<file path="config.mk">
export PLATFORM = sky130hd
export DESIGN_NAME = pmpt_xform
export DESIGN_NICKNAME = d
export VERILOG_FILES = /design/src/hw/rtl/pmpt_pkg.sv /design/src/hw/rtl/pmpt_xform.sv
export SDC_FILE = /design/constraint.sdc
export NUM_CORES = 2
export LEC_CHECK = 0
export BUFFER_PORTS_ARGS = -buffer_cell sky130_fd_sc_hd__buf_2
export CAP_MARGIN = 20
export CORE_ASPECT_RATIO = 0.6
export CORE_MARGIN = 2
export CORE_UTILIZATION = 45
export CTS_BUF_LIST = sky130_fd_sc_hd__clkbuf_16
export DETAILED_ROUTE_END_ITERATION = 10
export GPL_ROUTABILITY_DRIVEN = 0
export SKIP_CTS_REPAIR_TIMING = 1
export SYNTH_ARGS = -nofsm -noshare
export SYNTH_HDL_FRONTEND = slang
export SYNTH_SLANG_ARGS = --single-unit
</file>
<file path="constraint.sdc">
create_clock -name clk -period 18.34 [get_ports clk]
set_input_delay 0.917 -clock clk [delete_from_list [all_inputs] [get_ports clk]]
set_output_delay 0.917 -clock clk [all_outputs]
set_load 0.02 [all_outputs]
</file>
<file path="src/hw/rtl/pmpt_pkg.sv">
// Shared types and constants for the pose matched point transform.
`default_nettype none
package pmpt_pkg;

  localparam int HISTORY_DEPTH_DEF = 512;
  localparam int CFG_INDEX_W = 2;
  localparam int CFG_DATA_W = 8;
  localparam logic [7:0] STARTUP_SKIP_RESET = 8'd5;

  typedef enum logic [1:0] {
    KIND_POSE  = 2'd0,
    KIND_SCAN  = 2'd1,
    KIND_POINT = 2'd2,
    KIND_NONE  = 2'd3
  } kind_t;

  typedef enum logic [CFG_INDEX_W-1:0] {
    REG_USE_HISTORY  = 2'd0,
    REG_STARTUP_SKIP = 2'd1,
    REG_SPARE2       = 2'd2,
    REG_SPARE3       = 2'd3
  } reg_index_t;

  // sines and cosines in Q1.14
  typedef struct packed {
    logic signed [15:0] sr;
    logic signed [15:0] cr;
    logic signed [15:0] sp;
    logic signed [15:0] cp;
  } trig_t;

  typedef struct packed {
    logic [47:0]        time_us;
    logic signed [31:0] x;
    logic signed [31:0] y;
    logic signed [31:0] z;
    logic signed [15:0] roll;
    logic signed [15:0] pitch;
  } pose_t;

endpackage
`default_nettype wire

</file>
<file path="src/hw/rtl/pmpt_xform.sv">
// Point rotation and translation over one shared multiply-accumulate.
`default_nettype none
module pmpt_xform (
  input  logic               clk,
  input  logic               rst,
  input  logic               start,
  input  logic signed [31:0] cx,
  input  logic signed [31:0] cy,
  input  logic signed [31:0] cz,
  input  pmpt_pkg::trig_t    trig,
  input  logic signed [31:0] off_x,
  input  logic signed [31:0] off_y,
  input  logic signed [31:0] off_z,
  output logic               done,
  output logic [31:0]        res_x,
  output logic [31:0]        res_y,
  output logic [31:0]        res_z
);

  logic               busy;
  logic [2:0]         step;
  logic signed [31:0] px;
  logic signed [31:0] py;
  logic signed [31:0] pz;
  logic signed [53:0] acc;
  logic signed [35:0] y1;
  logic signed [35:0] z1;
  logic signed [35:0] x2r;
  logic signed [35:0] z2;

  logic signed [35:0] op_a;
  logic signed [15:0] op_b;
  logic               op_sub;
  logic signed [51:0] prod;
  logic signed [53:0] sum;
  logic signed [53:0] sum_r;
  logic signed [35:0] rnd;

  always_comb begin
    op_sub = 1'b0;
    unique case (step)
      3'd0: begin op_a = 36'(py); op_b = trig.cr; end
      3'd1: begin op_a = 36'(pz); op_b = trig.sr; op_sub = 1'b1; end
      3'd2: begin op_a = 36'(py); op_b = trig.sr; end
      3'd3: begin op_a = 36'(pz); op_b = trig.cr; end
      3'd4: begin op_a = 36'(px); op_b = trig.cp; end
      3'd5: begin op_a = z1;      op_b = trig.sp; end
      3'd6: begin op_a = z1;      op_b = trig.cp; end
      3'd7: begin op_a = 36'(px); op_b = trig.sp; op_sub = 1'b1; end
    endcase
    prod  = op_a * op_b;
    sum   = op_sub ? acc - 54'(prod) : acc + 54'(prod);
    // floor((v + 2^13) / 2^14)
    sum_r = sum + 54'sd8192;
    rnd   = sum_r[49:14];
  end

  always_ff @(posedge clk) begin
    if (rst) begin
      busy <= 1'b0;
      step <= 3'd0;
      done <= 1'b0;
    end else begin
      done <= busy && (step == 3'd7);
      if (start) begin
        busy <= 1'b1;
        step <= 3'd0;
      end else if (busy) begin
        step <= step + 3'd1;
        if (step == 3'd7) busy <= 1'b0;
      end
    end
  end

  always_ff @(posedge clk) begin
    if (start) begin
      px <= cx;
      py <= cy;
      pz <= cz;
    end else if (busy) begin
      if (!step[0]) begin
        acc <= 54'(prod);
      end else begin
        unique case (step[2:1])
          2'd0: y1  <= rnd;
          2'd1: z1  <= rnd;
          2'd2: x2r <= rnd;
          2'd3: z2  <= rnd;
        endcase
      end
    end
  end

  assign res_x = x2r[31:0] + off_x;
  assign res_y = y1[31:0] + off_y;
  assign res_z = z2[31:0] + off_z;

endmodule
`default_nettype wire

</file>
Word level (Yosys, flattened, before mapping):

Cells that the tools add are included.

* $add $sub $neg: 7
* $mul: 1
* eq/ne operators: 10
* mux-type cells: 7
* bitwise logic cells: 2
* reduce and logical (&&, ||, !) cells: 18

Operators by type and width (number)
* 36-bit case mux with 4 select lines: 1
* 32-bit adder: 3
* 16-bit case mux with 4 select lines: 1
* 50-bit by 15-bit adder with 50-bit output (second input constant): 1
* 50-bit adder: 1
* 36-bit by 16-bit multiplier with 50-bit output: 1
* 50-bit 2-to-1 mux: 1
* 50-bit subtractor: 1
* 2-bit OR reduction: 10
* 4-bit AND reduction: 4
* 3-bit == test (second input constant): 4
* 3-bit by 2-bit == test with 1-bit output (second input constant): 2
* 2-bit == test (second input constant): 2
* 1-bit 2-to-1 mux: 4
* 3-bit by 1-bit adder with 3-bit output (second input constant): 1
* 3-bit by 1-bit == test with 1-bit output (second input constant): 1
* 3-bit zero test: 1
* 3-bit AND reduction: 1
* 2-bit by 1-bit == test with 1-bit output (second input constant): 1
* 2-bit zero test: 1
* 1-bit inverter: 2
* 1-bit logical AND: 1

* register bits: 283
* output and inout port bits: 97

Longest topological paths before layout:

* word-level depth: 7
* mapped depth: 49
* gate-level depth less buffers: 45

Worst setup path after synthesis:

No wires, ideal clock.

* path kind: reg-to-reg
* start point: reg step[2]
* end point: reg x2r[26], data pin
* data arrival time: 12013 ps
* data required time: 18065 ps
* path slack: 6052 ps
* cell stages (with the launch flop): 45
* path buffers: 7
* period minus slack after synthesis: 12288 ps
* cells stage by stage: dfxtp_1 buf_2 inv_1 ha_1 nor3_1 and2_1 clkbuf_1 clkbuf_1 a221o_1 clkbuf_1 clkbuf_1 nand2_1 fa_1 fa_1 fa_1 fa_1 inv_1 fa_1 [... 9 more ...] xor2_2 or4_4 or3_1 or4b_4 o21ai_0 xor2_1 ha_1 clkbuf_1 nand4_1 or4_1 a311o_1 nand3_1 xor2_1 nand4_1 or2_2 or3_4 nor4b_2 xnor2_1

* word-level cells in the longest chain between the ends: 7
* elaborated cells between the ends (all ways): 25

RTL lines
* from (decl): RTL line pmpt_xform.sv:21 `logic [2:0] step;`
* from (signal assigned): RTL line pmpt_xform.sv:69 `step <= step + 3'd1;`
* 3-bit == test (tied with other cells): RTL line pmpt_xform.sv:41 `unique case (step)`
* 2-bit OR reduction (no source line)
* 36-bit case mux with 4 select lines or 16-bit case mux with 4 select lines (tied branches): RTL line pmpt_xform.sv:41
* 36-bit by 16-bit multiplier with 50-bit output *: RTL line pmpt_xform.sv:51 `prod = op_a * op_b;`
* named net prod[18]: RTL line pmpt_xform.sv:34 `logic signed [51:0] prod;`
* 50-bit adder or 50-bit subtractor (tied branches): RTL line pmpt_xform.sv:52 `sum = op_sub ? acc - 54'(prod) : acc + 54'(prod);`
* 50-bit 2-to-1 mux *: RTL line pmpt_xform.sv:52
* 50-bit by 15-bit adder with 50-bit output *: RTL line pmpt_xform.sv:54 `sum_r = sum + 54'sd8192;`
* named net sum_r[40]: RTL line pmpt_xform.sv:36 `logic signed [53:0] sum_r;`
* to (signal assigned): RTL line pmpt_xform.sv:87 `2'd2: x2r <= rnd;`
* to (decl): RTL line pmpt_xform.sv:28 `logic signed [35:0] x2r;`

The timed path passes the listed nets; every way through them passes the cells marked *.
A chain may end at the register's enable or synchronous reset.

Worst setup path in the final report:

* start point: reg step[2]
* end point: reg y1[27], data pin

* word-level cells in the longest chain between the ends: 7
* elaborated cells between the ends (all ways): 25

RTL lines
* 3-bit == test (tied with other cells): RTL line pmpt_xform.sv:41
* 2-bit OR reduction (no source line)
* 36-bit case mux with 4 select lines or 16-bit case mux with 4 select lines (tied branches): RTL line pmpt_xform.sv:41
* 36-bit by 16-bit multiplier with 50-bit output *: RTL line pmpt_xform.sv:51
* named net prod[25]: RTL line pmpt_xform.sv:34
* 50-bit adder or 50-bit subtractor (tied branches): RTL line pmpt_xform.sv:52
* 50-bit 2-to-1 mux *: RTL line pmpt_xform.sv:52
* 50-bit by 15-bit adder with 50-bit output *: RTL line pmpt_xform.sv:54
* named net sum_r[41]: RTL line pmpt_xform.sv:36
* to (signal assigned): RTL line pmpt_xform.sv:85 `2'd0: y1 <= rnd;`
* to (decl): RTL line pmpt_xform.sv:26 `logic signed [35:0] y1;`

Marked as above.

==> results_dict.tcl <==
set metrics [dict create \
    globalRoute.totalOverflow 0 \
    grt_max_degree 54 \
    nets 5500 \
    synth_edf_count 278 \
    place_hpwl_um 115000 \
    crit_required_ps 18610 \
    vias_per_cell 5.84 \
    tightest_slew_ps 1270 \
    fin_area_um2 42900 \
    crit_start "step[2]$_SDFFE_PP0P_" \
    cts_root_buffer "clkbuf_16" \
    syn_to_final_growth_pct 10.8 \
    drt-initial-drc-count 4141 \
    core_area_um2 85400 \
    clockBufferDepth 3 \
    hold_path_class "in -> reg" \
    ys_seq_elements 283 \
    grt_setup_unrepaired "false" \
    finalSetupViolations 0 \
    async_reset_ff_frac 0 \
    synth-seq-area-share 0.218 \
    period_share 0.806 \
    dieArea_um2 88500 \
    max_freq_ghz 0.0677 \
    min_period_ps 14780 \
    core.rowCount 83 \
    drt_pass1_iterations 9 \
    critPathSlowestCell "o21ai_1" \
    r2r-start "step[2]$_SDFFE_PP0P_" \
    drive_gt1_frac 0.121 \
    netlist_area_um2 38700 \
    path_max_fanout 46 \
    synthFlopType "edfxtp_1" \
    hp-start "cy[27]" \
    tritoncts_num_sinks 283 \
    status "completed" \
    vias 32837 \
    clk_latency_ps 600 \
    die_w_um 383 \
    synth_area_leaders "fa_1 (27%), edfxtp_1 (22%), ha_1 (8.7%)" \
    critPathArrivalTime_ps 15050 \
    grt_pass1_vias 31290 \
    synth_nets 5207 \
    drc 0 \
    cp_slowest_stage_delay_ps 880 \
    cts_max_level 1 \
    avgSynthCellArea_um2 9.34 \
    routedWlPerCell_um 24.9 \
    grtUsageTotal 0.314 \
    grt_pass1_wl_um 207000 \
    critPathLaunchType "register" \
    seq_area_um2 8450 \
    endpoint_kind "register" \
    maxSlewViolCount 0 \
    ios 356 \
    totalWireLength_um 140000 \
    cts_buffers 27 \
    path_clk_slew_ps 90 \
    max_slew_margin 0.146 \
    die_y_um 231 \
    cts_tree "yes" \
    final_util 0.503 \
    fin_skew_ps 28.2 \
    synthCells 4149 \
    layout_commonest_cell "inv_1" \
    portBuffers 355 \
    postPlaceCellArea_um2 41900 \
    setup-tns-final_ps 0 \
    synth.distinct_cells 100 \
    critPathMostFrequentCell "fa_1" \
    path_class "reg -> reg" \
    maxCapViolations 0 \
    layout_common_cells "inv_1 (684), fa_1 (531), nand2_1 (462)" \
    hold_viol 0 \
    synth_top_cell_area_share 0.274 \
    initial_utilization 0.454 \
    drtAntennaViolNets 0 \
    yosysTopAreaCell "fa_1" \
    fillers 8075 \
    antenna_found_initial 13 \
    multi_input_area_um2 27200 \
    yosysWarnings 0 \
]
stage by stage:
stage	setup WS, ps	hold slack (ps)	std cells
2_1_floorplan	6050	548	4149
3_3_place_gp	3980	598	5556
3_5_place_dp	4080	583	5558
4_1_cts	3980	472	5608
5_1_grt	2900	481	5614
6_report	3560	490	5620
sequential cells by signal, summed over array words and instances (netlist names):
name and flops:
step 3, py 32, done 1, acc 50, z2 32, y1 32
px 32, pz 32, z1 36, busy 1, x2r 32
cells in the mapped netlist, types with 12 or more instances:
library cell	number
and3_1	30
ha_1	268
or2_2	12
o21ai_1	13
nor2_1	382
nand4_1	33
o21ai_0	108
o21bai_1	16
nand2b_1	22
nand2_1	462
a211oi_1	27
fa_1	531
a21oi_1	163
xnor2_1	152
o211ai_1	17
clkbuf_1	147
nor2b_1	30
inv_1	681
o31ai_1	18
nand3_1	59
nor3_1	58
a211o_1	16
a222oi_1	15
a21o_1	81
a221o_1	32
a31oi_1	23
a22o_1	32
a221oi_1	36
o21a_1	69
edfxtp_1	278
or3_1	22
and2_1	28
xor2_1	81
worst paths after layout:
path	endpoint	slack, ps	depth (start not counted)
worst max-delay path	y1[27]$_DFFE_PP_	3560	39
worst min-delay path	py[27]$_DFFE_PP_	490	1
worst max register to register	y1[27]$_DFFE_PP_	3560	39
worst min register to register	done$_SDFF_PP0_	610	2
worst max-delay path: cells and delay by family, from the launching register on:
family / cells / cell delay [ps]
adder cells (fa/ha/maj): 9 / 4430
AO/OA/AOI/OAI: 5 / 2310
XOR/XNOR: 3 / 1000
AND/OR/NAND/NOR: 16 / 5310
buffers and inverters: 6 / 730
flip-flops: 1 / 630
final cells by class:
type                            count  share of cell area
Inverter                          681              0.0596
Timing Repair Buffer              424              0.0538
Sequential cell                   283               0.197
Clock inverter                     23             0.00566
Tap cell                         1147              0.0334
Multi-Input combinational cell   3025               0.634
Antenna cell                       10            0.000583
Clock buffer                       27              0.0157
layer usage:
| metal | part of all wire | vias up | GRT usage |
|---|---|---|---|
| met5 | 0.00054 | - | 0.00545 |
| met3 | 0.15 | 164 | 0.130 |
| met4 | 0.019 | 4 | 0.0498 |
| met2 | 0.37 | 1942 | 0.399 |
| li1 | - | 14466 | - |
| met1 | 0.46 | 16261 | 0.493 |
cells by family (layout without fill, tap and decap cells):
| group | count (synthesis) | count (layout) | share of synthesized area |
|---|---|---|---|
| xor+xnor | 234 | 234 | 0.0531 |
| compound gates | 779 | 779 | 0.143 |
| mux | 9 | 9 | 0.00233 |
| fa+ha+maj | 799 | 799 | 0.361 |
| flops | 283 | 283 | 0.218 |
| simple gates | 1204 | 1204 | 0.140 |
| other cells | 0 | 10 | 0 |
| buf+inv | 841 | 1155 | 0.0820 |
Power is left out: the tool's default activity adds up to more than one toggle a clock period on the data nets, which glitch-free logic cannot reach.
